`config.mk`:
```
export PLATFORM = sky130hd
export DESIGN_NAME = two_level_priority_queue_unit_flat
export DESIGN_NICKNAME = d
export VERILOG_FILES = /design/src/hdl/tlpq_pkg.sv /design/src/hdl/tlpq_if.sv /design/src/hdl/tlpq_ram.sv /design/src/hdl/tlpq_cfg.sv /design/src/hdl/tlpq_ctrl.sv /design/src/hdl/two_level_priority_queue_unit.sv /design/src/flat_wrapper.sv
export SDC_FILE = /design/constraint.sdc
export NUM_CORES = 2
export LEC_CHECK = 0
export ABC_AREA = 1
export CORE_UTILIZATION = 55
export CTS_BUF_LIST = sky130_fd_sc_hd__clkbuf_4 sky130_fd_sc_hd__clkbuf_8
export DETAILED_ROUTE_END_ITERATION = 8
export DONT_BUFFER_PORTS = 1
export PLACE_DENSITY_LB_ADDON = 0.25
export SYNTH_ARGS = -nofsm -noshare
export SYNTH_HDL_FRONTEND = slang
export SYNTH_SLANG_ARGS = --single-unit
```
`constraint.sdc`:
```
create_clock -name i_clk -period 9.5 [get_ports i_clk]
set_clock_uncertainty 0.05 [all_clocks]
set_input_delay 1.9 -clock i_clk [delete_from_list [all_inputs] [get_ports i_clk]]
set_output_delay 1.9 -clock i_clk [all_outputs]
set_load 0.005 [all_outputs]
```
`src/hdl/tlpq_pkg.sv`:
```
// Package for the two-level priority queue: types, codes, sizes and ring helpers.
// No dependencies; every other file of the block except tlpq_ram imports it.
`default_nettype none

package tlpq_pkg;

    localparam int QUEUE_DEPTH = 64;
    localparam int ADDR_W      = $clog2(QUEUE_DEPTH);
    localparam int FILL_W      = $clog2(QUEUE_DEPTH + 1);
    localparam int REF_W       = 16;
    localparam int PRIO_W      = 4;
    localparam int COUNT_W     = 7;
    localparam int APB_ADDR_W  = 3;
    localparam int APB_DATA_W  = 32;

    localparam logic [PRIO_W-1:0] URGENT_LEVEL_RST = PRIO_W'(10);

    localparam logic MODE_ENQ = 1'b0;
    localparam logic MODE_DEQ = 1'b1;

    localparam logic [APB_ADDR_W-3:0] REG_URGENT_LEVEL = '0;

    typedef logic [ADDR_W-1:0]  t_addr;
    typedef logic [FILL_W-1:0]  t_fill;
    typedef logic [REF_W-1:0]   t_ref;
    typedef logic [PRIO_W-1:0]  t_prio;
    typedef logic [COUNT_W-1:0] t_count;

    typedef enum logic [1:0] {
        STATUS_OK    = 2'd0,
        STATUS_EMPTY = 2'd1,
        STATUS_FULL  = 2'd2
    } t_status;

    typedef enum logic {
        ST_IDLE,
        ST_READ
    } t_state;

    typedef struct packed {
        logic  we;
        t_addr waddr;
        t_ref  wdata;
        logic  re;
        t_addr raddr;
    } t_mem_req;

    function automatic t_addr ring_slot(input t_addr head, input t_fill fill);
        logic [FILL_W:0] sum;
        sum = (FILL_W + 1)'(head) + (FILL_W + 1)'(fill);
        if (sum >= (FILL_W + 1)'(QUEUE_DEPTH)) begin
            sum = sum - (FILL_W + 1)'(QUEUE_DEPTH);
        end
        return sum[ADDR_W-1:0];
    endfunction

    function automatic t_addr ring_next(input t_addr head);
        return (head == ADDR_W'(QUEUE_DEPTH - 1)) ? '0 : head + 1'b1;
    endfunction

    function automatic t_count fill_to_count(input t_fill fill);
        logic [FILL_W+COUNT_W-1:0] wide;
        wide = (FILL_W + COUNT_W)'(fill);
        return wide[COUNT_W-1:0];
    endfunction

endpackage

`default_nettype wire

```
`src/hdl/tlpq_if.sv`:
```
// Handshake channel interfaces for request and response transactions.
// Depends on tlpq_pkg.
`default_nettype none

interface tlpq_in_if;
    import tlpq_pkg::*;

    logic  valid;
    logic  ready;
    logic  mode;
    t_ref  order_ref;
    t_prio client_priority;

    modport source (output valid, output mode, output order_ref, output client_priority,
                    input ready);
    modport sink   (input valid, input mode, input order_ref, input client_priority,
                    output ready);
endinterface

interface tlpq_out_if;
    import tlpq_pkg::*;

    logic    valid;
    logic    ready;
    t_status status;
    t_ref    out_ref;
    logic    from_urgent;
    t_count  urgent_count;
    t_count  regular_count;

    modport source (output valid, output status, output out_ref, output from_urgent,
                    output urgent_count, output regular_count, input ready);
    modport sink   (input valid, input status, input out_ref, input from_urgent,
                    input urgent_count, input regular_count, output ready);
endinterface

`default_nettype wire

```
`src/hdl/tlpq_ram.sv`:
```
// Generic simple dual-port RAM, one write and one registered read port.
// No dependencies.
`default_nettype none

module tlpq_ram #(
    parameter int DEPTH = 64,
    parameter int WIDTH = 16
) (
    input  wire logic                     i_clk,
    input  wire logic                     i_we,
    input  wire logic [$clog2(DEPTH)-1:0] i_waddr,
    input  wire logic [WIDTH-1:0]         i_wdata,
    input  wire logic                     i_re,
    input  wire logic [$clog2(DEPTH)-1:0] i_raddr,
    output logic      [WIDTH-1:0]         o_rdata
);

    logic [WIDTH-1:0] r_mem [DEPTH];

    always_ff @(posedge i_clk) begin
        if (i_we) begin
            r_mem[i_waddr] <= i_wdata;
        end
    end

    always_ff @(posedge i_clk) begin
        if (i_re) begin
            o_rdata <= r_mem[i_raddr];
        end
    end

endmodule

`default_nettype wire

```
`src/hdl/tlpq_cfg.sv`:
```
// APB configuration register holding the urgent priority level.
// Depends on tlpq_pkg.
`default_nettype none

module tlpq_cfg (
    input  wire logic                               i_clk,
    input  wire logic                               i_rst_n,
    input  wire logic                               psel,
    input  wire logic                               penable,
    input  wire logic                               pwrite,
    input  wire logic [tlpq_pkg::APB_ADDR_W-1:0]    paddr,
    input  wire logic [tlpq_pkg::APB_DATA_W-1:0]    pwdata,
    output logic      [tlpq_pkg::APB_DATA_W-1:0]    prdata,
    output logic                                    pready,
    output tlpq_pkg::t_prio                         o_urgent_level
);
    import tlpq_pkg::*;

    t_prio r_urgent_level;
    logic  hit;

    assign hit    = (paddr[APB_ADDR_W-1:2] == REG_URGENT_LEVEL);
    assign pready = 1'b1;
    assign prdata = hit ? APB_DATA_W'(r_urgent_level) : '0;
    assign o_urgent_level = r_urgent_level;

    always_ff @(posedge i_clk) begin
        if (!i_rst_n) begin
            r_urgent_level <= URGENT_LEVEL_RST;
        end else if (psel && penable && pwrite && hit) begin
            r_urgent_level <= pwdata[PRIO_W-1:0];
        end
    end

endmodule

`default_nettype wire

```
`src/hdl/tlpq_ctrl.sv`:
```
// Queue controller: ring pointers, fill counts, sequencing and result register.
// Depends on tlpq_pkg and tlpq_if; drives the two store RAMs through t_mem_req.
`default_nettype none

module tlpq_ctrl (
    input  wire logic             i_clk,
    input  wire logic             i_rst_n,
    input  tlpq_pkg::t_prio       i_urgent_level,
    tlpq_in_if.sink               i_req,
    tlpq_out_if.source            o_rsp,
    output tlpq_pkg::t_mem_req    o_urg_mem,
    output tlpq_pkg::t_mem_req    o_reg_mem,
    input  tlpq_pkg::t_ref        i_urg_rdata,
    input  tlpq_pkg::t_ref        i_reg_rdata
);
    import tlpq_pkg::*;

    t_state  r_state, n_state;
    t_addr   r_urg_head, n_urg_head, r_reg_head, n_reg_head;
    t_fill   r_urg_fill, n_urg_fill, r_reg_fill, n_reg_fill;
    logic    r_out_valid, n_out_valid;
    t_status r_status, n_status;
    t_ref    r_out_ref, n_out_ref;
    logic    r_from_urgent, n_from_urgent;
    t_count  r_urgent_count, n_urgent_count;
    t_count  r_regular_count, n_regular_count;

    logic    accept;
    logic    to_urgent;
    logic    full;

    always_ff @(posedge i_clk) begin
        if (!i_rst_n) begin
            r_state     <= ST_IDLE;
            r_urg_head  <= '0;
            r_reg_head  <= '0;
            r_urg_fill  <= '0;
            r_reg_fill  <= '0;
            r_out_valid <= 1'b0;
        end else begin
            r_state     <= n_state;
            r_urg_head  <= n_urg_head;
            r_reg_head  <= n_reg_head;
            r_urg_fill  <= n_urg_fill;
            r_reg_fill  <= n_reg_fill;
            r_out_valid <= n_out_valid;
        end
    end

    always_ff @(posedge i_clk) begin
        r_status        <= n_status;
        r_out_ref       <= n_out_ref;
        r_from_urgent   <= n_from_urgent;
        r_urgent_count  <= n_urgent_count;
        r_regular_count <= n_regular_count;
    end

    assign o_rsp.valid         = r_out_valid;
    assign o_rsp.status        = r_status;
    assign o_rsp.out_ref       = r_out_ref;
    assign o_rsp.from_urgent   = r_from_urgent;
    assign o_rsp.urgent_count  = r_urgent_count;
    assign o_rsp.regular_count = r_regular_count;

    assign i_req.ready = (r_state == ST_IDLE) && (!r_out_valid || o_rsp.ready);
    assign accept      = i_req.valid && i_req.ready;
    assign to_urgent   = (i_req.client_priority == i_urgent_level);
    assign full        = to_urgent ? (r_urg_fill == FILL_W'(QUEUE_DEPTH))
                                   : (r_reg_fill == FILL_W'(QUEUE_DEPTH));

    always_comb begin
        n_state         = r_state;
        n_urg_head      = r_urg_head;
        n_reg_head      = r_reg_head;
        n_urg_fill      = r_urg_fill;
        n_reg_fill      = r_reg_fill;
        n_out_valid     = r_out_valid;
        n_status        = r_status;
        n_out_ref       = r_out_ref;
        n_from_urgent   = r_from_urgent;
        n_urgent_count  = r_urgent_count;
        n_regular_count = r_regular_count;
        o_urg_mem       = '0;
        o_reg_mem       = '0;

        if (r_out_valid && o_rsp.ready) begin
            n_out_valid = 1'b0;
        end

        case (r_state)
            ST_IDLE: begin
                if (accept) begin
                    n_out_ref     = '0;
                    n_from_urgent = 1'b0;
                    n_status      = STATUS_OK;
                    if (i_req.mode == MODE_ENQ) begin
                        n_out_valid = 1'b1;
                        if (full) begin
                            n_status = STATUS_FULL;
                        end else if (to_urgent) begin
                            o_urg_mem.we    = 1'b1;
                            o_urg_mem.waddr = ring_slot(r_urg_head, r_urg_fill);
                            o_urg_mem.wdata = i_req.order_ref;
                            n_urg_fill      = r_urg_fill + 1'b1;
                        end else begin
                            o_reg_mem.we    = 1'b1;
                            o_reg_mem.waddr = ring_slot(r_reg_head, r_reg_fill);
                            o_reg_mem.wdata = i_req.order_ref;
                            n_reg_fill      = r_reg_fill + 1'b1;
                        end
                    end else if (r_urg_fill != '0) begin
                        o_urg_mem.re    = 1'b1;
                        o_urg_mem.raddr = r_urg_head;
                        n_urg_head      = ring_next(r_urg_head);
                        n_urg_fill      = r_urg_fill - 1'b1;
                        n_from_urgent   = 1'b1;
                        n_state         = ST_READ;
                    end else if (r_reg_fill != '0) begin
                        o_reg_mem.re    = 1'b1;
                        o_reg_mem.raddr = r_reg_head;
                        n_reg_head      = ring_next(r_reg_head);
                        n_reg_fill      = r_reg_fill - 1'b1;
                        n_state         = ST_READ;
                    end else begin
                        n_status    = STATUS_EMPTY;
                        n_out_valid = 1'b1;
                    end
                    n_urgent_count  = fill_to_count(n_urg_fill);
                    n_regular_count = fill_to_count(n_reg_fill);
                end
            end
            ST_READ: begin
                n_out_ref   = r_from_urgent ? i_urg_rdata : i_reg_rdata;
                n_out_valid = 1'b1;
                n_state     = ST_IDLE;
            end
            default: begin
                n_state = ST_IDLE;
            end
        endcase
    end

endmodule

`default_nettype wire

```
`src/hdl/two_level_priority_queue_unit.sv`:
```
// Two-level strict-priority queue of order references.
// Depends on tlpq_pkg, tlpq_if, tlpq_ram, tlpq_cfg and tlpq_ctrl.
//
// Usage:
//   i_req carries one transaction per operation: mode (enqueue or dequeue),
//   order_ref and client_priority. o_rsp returns exactly one result per
//   request: status, out_ref, from_urgent and both fill counts after it.
//   An enqueue whose client_priority matches the urgent_level register goes
//   to the urgent ring, otherwise to the regular ring; a full ring drops it.
//   A dequeue takes the urgent head first, then the regular head.
//   Enqueue and empty dequeue results are registered in the cycle after
//   acceptance; a dequeue that pops first does the registered read of the
//   store RAM (state ST_READ, no request taken), then registers its result.
//   Throughput: one enqueue per cycle while o_rsp.ready stays high.
//   A result waiting in the output register does not block the next request
//   as long as o_rsp.ready is high in the cycle the request is accepted;
//   while the receiver stalls, i_req.ready stays low.
//   Reset empties both rings and sets urgent_level to 10; store contents stay.
//   The user must write the APB register (address 0) while idle; not enforced.
`default_nettype none

module two_level_priority_queue_unit (
    input  wire logic                               i_clk,
    input  wire logic                               i_rst_n,
    tlpq_in_if.sink                                 i_req,
    tlpq_out_if.source                              o_rsp,
    input  wire logic                               psel,
    input  wire logic                               penable,
    input  wire logic                               pwrite,
    input  wire logic [tlpq_pkg::APB_ADDR_W-1:0]    paddr,
    input  wire logic [tlpq_pkg::APB_DATA_W-1:0]    pwdata,
    output logic      [tlpq_pkg::APB_DATA_W-1:0]    prdata,
    output logic                                    pready
);
    import tlpq_pkg::*;

    t_prio    urgent_level;
    t_mem_req urg_mem;
    t_mem_req reg_mem;
    t_ref     urg_rdata;
    t_ref     reg_rdata;

    tlpq_cfg u_cfg (
        .i_clk          (i_clk),
        .i_rst_n        (i_rst_n),
        .psel           (psel),
        .penable        (penable),
        .pwrite         (pwrite),
        .paddr          (paddr),
        .pwdata         (pwdata),
        .prdata         (prdata),
        .pready         (pready),
        .o_urgent_level (urgent_level)
    );

    tlpq_ctrl u_ctrl (
        .i_clk          (i_clk),
        .i_rst_n        (i_rst_n),
        .i_urgent_level (urgent_level),
        .i_req          (i_req),
        .o_rsp          (o_rsp),
        .o_urg_mem      (urg_mem),
        .o_reg_mem      (reg_mem),
        .i_urg_rdata    (urg_rdata),
        .i_reg_rdata    (reg_rdata)
    );

    tlpq_ram #(
        .DEPTH (QUEUE_DEPTH),
        .WIDTH (REF_W)
    ) u_urgent_store (
        .i_clk   (i_clk),
        .i_we    (urg_mem.we),
        .i_waddr (urg_mem.waddr),
        .i_wdata (urg_mem.wdata),
        .i_re    (urg_mem.re),
        .i_raddr (urg_mem.raddr),
        .o_rdata (urg_rdata)
    );

    tlpq_ram #(
        .DEPTH (QUEUE_DEPTH),
        .WIDTH (REF_W)
    ) u_regular_store (
        .i_clk   (i_clk),
        .i_we    (reg_mem.we),
        .i_waddr (reg_mem.waddr),
        .i_wdata (reg_mem.wdata),
        .i_re    (reg_mem.re),
        .i_raddr (reg_mem.raddr),
        .o_rdata (reg_rdata)
    );

endmodule

`default_nettype wire
```
`src/flat_wrapper.sv`:
```
// flat-port wrapper written by rule: the top's interface ports become plain ports
module two_level_priority_queue_unit_flat import tlpq_pkg::*;
  (i_clk, i_rst_n, psel, penable, pwrite, paddr, pwdata, prdata, pready, i_req_valid, i_req_mode, i_req_order_ref, i_req_client_priority, i_req_ready, o_rsp_valid, o_rsp_status, o_rsp_out_ref, o_rsp_from_urgent, o_rsp_urgent_count, o_rsp_regular_count, o_rsp_ready);
  tlpq_in_if i_req_i ();
  tlpq_out_if o_rsp_i ();
  input  wire logic i_clk;
  input  wire logic i_rst_n;
  input  wire logic psel;
  input  wire logic penable;
  input  wire logic pwrite;
  input  wire logic [tlpq_pkg::APB_ADDR_W-1:0] paddr;
  input  wire logic [tlpq_pkg::APB_DATA_W-1:0] pwdata;
  output logic      [tlpq_pkg::APB_DATA_W-1:0] prdata;
  output logic pready;
  input wire logic [$bits(i_req_i.valid)-1:0] i_req_valid;
  input wire logic [$bits(i_req_i.mode)-1:0] i_req_mode;
  input wire logic [$bits(i_req_i.order_ref)-1:0] i_req_order_ref;
  input wire logic [$bits(i_req_i.client_priority)-1:0] i_req_client_priority;
  output wire logic [$bits(i_req_i.ready)-1:0] i_req_ready;
  output wire logic [$bits(o_rsp_i.valid)-1:0] o_rsp_valid;
  output wire logic [$bits(o_rsp_i.status)-1:0] o_rsp_status;
  output wire logic [$bits(o_rsp_i.out_ref)-1:0] o_rsp_out_ref;
  output wire logic [$bits(o_rsp_i.from_urgent)-1:0] o_rsp_from_urgent;
  output wire logic [$bits(o_rsp_i.urgent_count)-1:0] o_rsp_urgent_count;
  output wire logic [$bits(o_rsp_i.regular_count)-1:0] o_rsp_regular_count;
  input wire logic [$bits(o_rsp_i.ready)-1:0] o_rsp_ready;
  assign i_req_i.valid = i_req_valid;
  assign i_req_i.mode = i_req_mode;
  assign i_req_i.order_ref = i_req_order_ref;
  assign i_req_i.client_priority = i_req_client_priority;
  assign i_req_ready = i_req_i.ready;
  assign o_rsp_valid = o_rsp_i.valid;
  assign o_rsp_status = o_rsp_i.status;
  assign o_rsp_out_ref = o_rsp_i.out_ref;
  assign o_rsp_from_urgent = o_rsp_i.from_urgent;
  assign o_rsp_urgent_count = o_rsp_i.urgent_count;
  assign o_rsp_regular_count = o_rsp_i.regular_count;
  assign o_rsp_i.ready = o_rsp_ready;
  two_level_priority_queue_unit u_core (.i_clk(i_clk), .i_rst_n(i_rst_n), .i_req(i_req_i), .o_rsp(o_rsp_i), .psel(psel), .penable(penable), .pwrite(pwrite), .paddr(paddr), .pwdata(pwdata), .prdata(prdata), .pready(pready));
endmodule
```
==> impl_metrics.tcl <==
set metrics [dict create \
    timing.critical_path.cells "inv_1 > nand2_1 > nand3_4 > nor2_4 > nand3_4 > buf_12 > o21ai_0 > nand3_1 > nand3_1 > nand3_1 > nand3_1 > nand2_1" \
    dr.pass1.iters 8 \
    power_w 0.0187 \
    crit_required_ns 10.26 \
    clkPwrFrac_pct 40.3 \
    place_congestion 0.928 \
    grt_remaining_overflow 0 \
    drive_above_1_share_pct 9.97 \
    path_max_fanout 219 \
    grt_max_degree 220 \
    critPathArrivalTime_ns 6.42 \
    dpl.cell_count 10457 \
    rows 150 \
    ant_nets 0 \
    yosysMostFrequentCell "edfxtp_1" \
    synth-seq-cells 2145 \
    clk_pin_slew_ns 0.06 \
    crit_buf_inv 2 \
    place_ws_ns 3.01 \
    hold_viol 0 \
    fin_tns_setup_ns 0 \
    status "complete, no violations" \
    io_buffers 0 \
    numCtsBuffers 350 \
    fmax_ghz 0.177 \
    cts.sinks 2145 \
    yosysUniqueCellTypes 39 \
    yosysWarnings 0 \
    core_region_area_sq_um 168000 \
    die_x_um 413 \
    nets 8686 \
    ys_seq_area_share_pct 68.9 \
    vias 63911 \
    maxCapViolCount 0 \
    drv_slew 0 \
    ctsResizeCount 0 \
    worstSetupEndpointType "register" \
    first_iter_violations 8762 \
    max-slew-margin-rel_pct 10.4 \
    yosys.area.top_type "edfxtp_1" \
    intPower_w 0.0145 \
    synth_area_leaders "edfxtp_1 (68%), nand3_1 (8.3%), nand2_1 (5.5%), inv_1 (4.8%), nor2_1 (3.4%)" \
    drt_wl_total_um 249000 \
    grt_pass1_wl_um 368000 \
    startpoint_type "input port" \
    placedInstanceArea_sq_um 95300 \
    wire_per_inst_um 22.6 \
    post_cts_buffers 0 \
    synth-edff-count 2113 \
    netlist_area_sq_um 93000 \
    pwr-share-comb_pct 4.0 \
    cts_hold_buf 0 \
    path_class "input port to register" \
    switching_share_pct 22.5 \
    drc 0 \
    grt_usage_pct 29.0 \
    dp_hpwl_um 134000 \
    tightestPinTransition_ns 1.34 \
    netlist.area_leader.share_pct 68.2 \
    cts_tree "yes" \
    ctsHtreeMaxLevel 5 \
    powerDensity_nw_per_um2 184 \
    clkLatencyLatePin_ns 1.09 \
    initial_core_util_pct 55.5 \
    ys.flop_type "edfxtp_1" \
    max_stage_delay_ns 0.98 \
    rsz0062_at_grt "no" \
    path_common_cell "nand3_1" \
    fin_crit_ns 5.66 \
    setup_viol 0 \
    grt_pass1_vias 59428 \
    critical-path-slowest-cell "nand3_4" \
    synthCells 8580 \
    clockBufferDepth 4 \
    irDropWorstVdd_mv 0.160 \
    fin_area_sq_um 102000 \
    async_flop_share_pct 0 \
    dieArea_sq_um 171000 \
    root_buffer "clkbuf_8" \
    syn_area_per_cell_sq_um 10.8 \
    antenna_found_initial 4 \
    total_leakage_power_nw 39.8 \
    io_pins 131 \
    fin_crit_sh_pct 59.6 \
    synth_common_cells "edfxtp_1 (2,113), nand3_1 (1,539), nand2_1 (1,360)" \
    stdcell_count 11045 \
    critPathTopFamily "simple AND/OR/NAND/NOR gates" \
    fin_ws_ns 3.84 \
    die_y_um 413 \
    hold_class "register to register" \
    vias_per_cell 5.79 \
    area_growth_pct 9.39 \
    p_sw_w 0.00421 \
    pwr-share-seq_pct 55.6 \
]
## layout make-up
type                            count  area, sq um
Tap cell                         2204         2760
Sequential cell                  2145        64100
Antenna cell                        3         7.51
Inverter                         1209         4560
Multi-Input combinational cell   4706        22300
Clock buffer                      471         5780
Fill cell                       12862        65900
Timing Repair Buffer              193         1610
Clock inverter                    114          588
## final timing paths
kind | slack, ns | depth (start not counted) | end | startpoint
setup / recovery | 3.84 | 12 | u_core.u_urgent_store.o_rdata[7] | o_rsp_ready
hold / removal | 0.44 | 2 | u_core.u_cfg.o_urgent_level[2] | u_core.u_cfg.o_urgent_level[2]
setup reg to reg | 3.87 | 11 | u_core.u_urgent_store.o_rdata[7] | u_core.u_ctrl.r_state
hold reg to reg | 0.44 | 2 | u_core.u_cfg.o_urgent_level[2] | u_core.u_cfg.o_urgent_level[2]
## metal layers
| layer | part of all wire, % | routed length [um] | global-route usage (%) |
|---|---|---|---|
| met1 | 40 | 100000 | 41.3 |
| met2 | 44 | 111000 | 42.6 |
| met3 | 12 | 29700 | 7.31 |
| met4 | 3.6 | 8950 | 11.6 |
| met5 | 0.0052 | 13 | 0 |
## worst reg2reg max path, delay by kind of cell (launching register included)
kind | cells | cell delay (ns)
AOI/OAI and AO/OA | 1 | 0.74
buffers and inverters | 2 | 0.94
DFF | 1 | 0.52
and+or+nand+nor | 8 | 3.14
## state kept, by name, summed over array words and instances (netlist names)
signal and count:
u_core.u_cfg.o_urgent_level 4, u_core.u_ctrl.o_rsp.urgent_count 7, u_core.u_ctrl.r_reg_head 6, u_core.u_ctrl.o_rsp.valid 1
u_core.u_ctrl.o_rsp.out_ref 16, u_core.u_ctrl.r_urg_head 6, u_core.u_ctrl.o_rsp.from_urgent 1, u_core.u_ctrl.r_state 1
u_core.u_ctrl.o_rsp.status 2, u_core.u_urgent_store.o_rdata 16, u_core.u_ctrl.o_rsp.regular_count 7, u_core.u_urgent_store.r_mem 1024
u_core.u_ctrl.r_reg_fill 7, u_core.u_ctrl.r_urg_fill 7, u_core.u_regular_store.o_rdata 16, u_core.u_regular_store.r_mem 1024
## per-stage QoR
stage,hold WS [ns],utilization (%)
after floorplan,0.406,-
after global placement,0.422,56.9
after detailed placement,0.429,56.9
after CTS,0.439,60.7
after global routing,0.463,60.7
final,0.441,60.7
## cell families after synthesis
group | after synthesis | share of synthesized area [%]
xor gates and xnor gates | 17 | 0.160
other | 2 | 0.00808
and+or+nand+nor | 4175 | 20.2
AOI/OAI and AO/OA | 467 | 2.83
adders and majority gates | 18 | 0.258
buffers and inverters | 1756 | 7.59
DFF | 2145 | 68.9
## power by group through the flow
stage	sequential (W)	combinational [W]	clock [W]
6_report	0.0104	0.000755	0.00756
3_3_place_gp	0.0106	0.000727	0
2_1_floorplan	0.0106	0.000491	0
5_1_grt	0.0104	0.000808	0.00803
4_1_cts	0.0104	0.000741	0.00762
3_5_place_dp	0.0106	0.000739	0
## layout by cell type (no fill, tap or decap), drive strengths merged
cell         n
a211oi       3
a21boi       1
a21o         1
a21oi       33
a31oi        2
and3         1
buf        193
bufinv       3
clkbuf     471
clkinv     108
clkinvlp     7
conb        29
dfxtp       32
diode        3
edfxtp    2113
fa           2
ha          16
inv       1205
nand2     1363
nand3     1545
nand3b      64
nand4      262
nor2       854
nor3        15
nor3b        1
o2111ai     17
o211ai      84
o21ai      324
o31ai        1
o41ai        1
or2         70
xor2        17
Power figures use the tool's default switching activity.
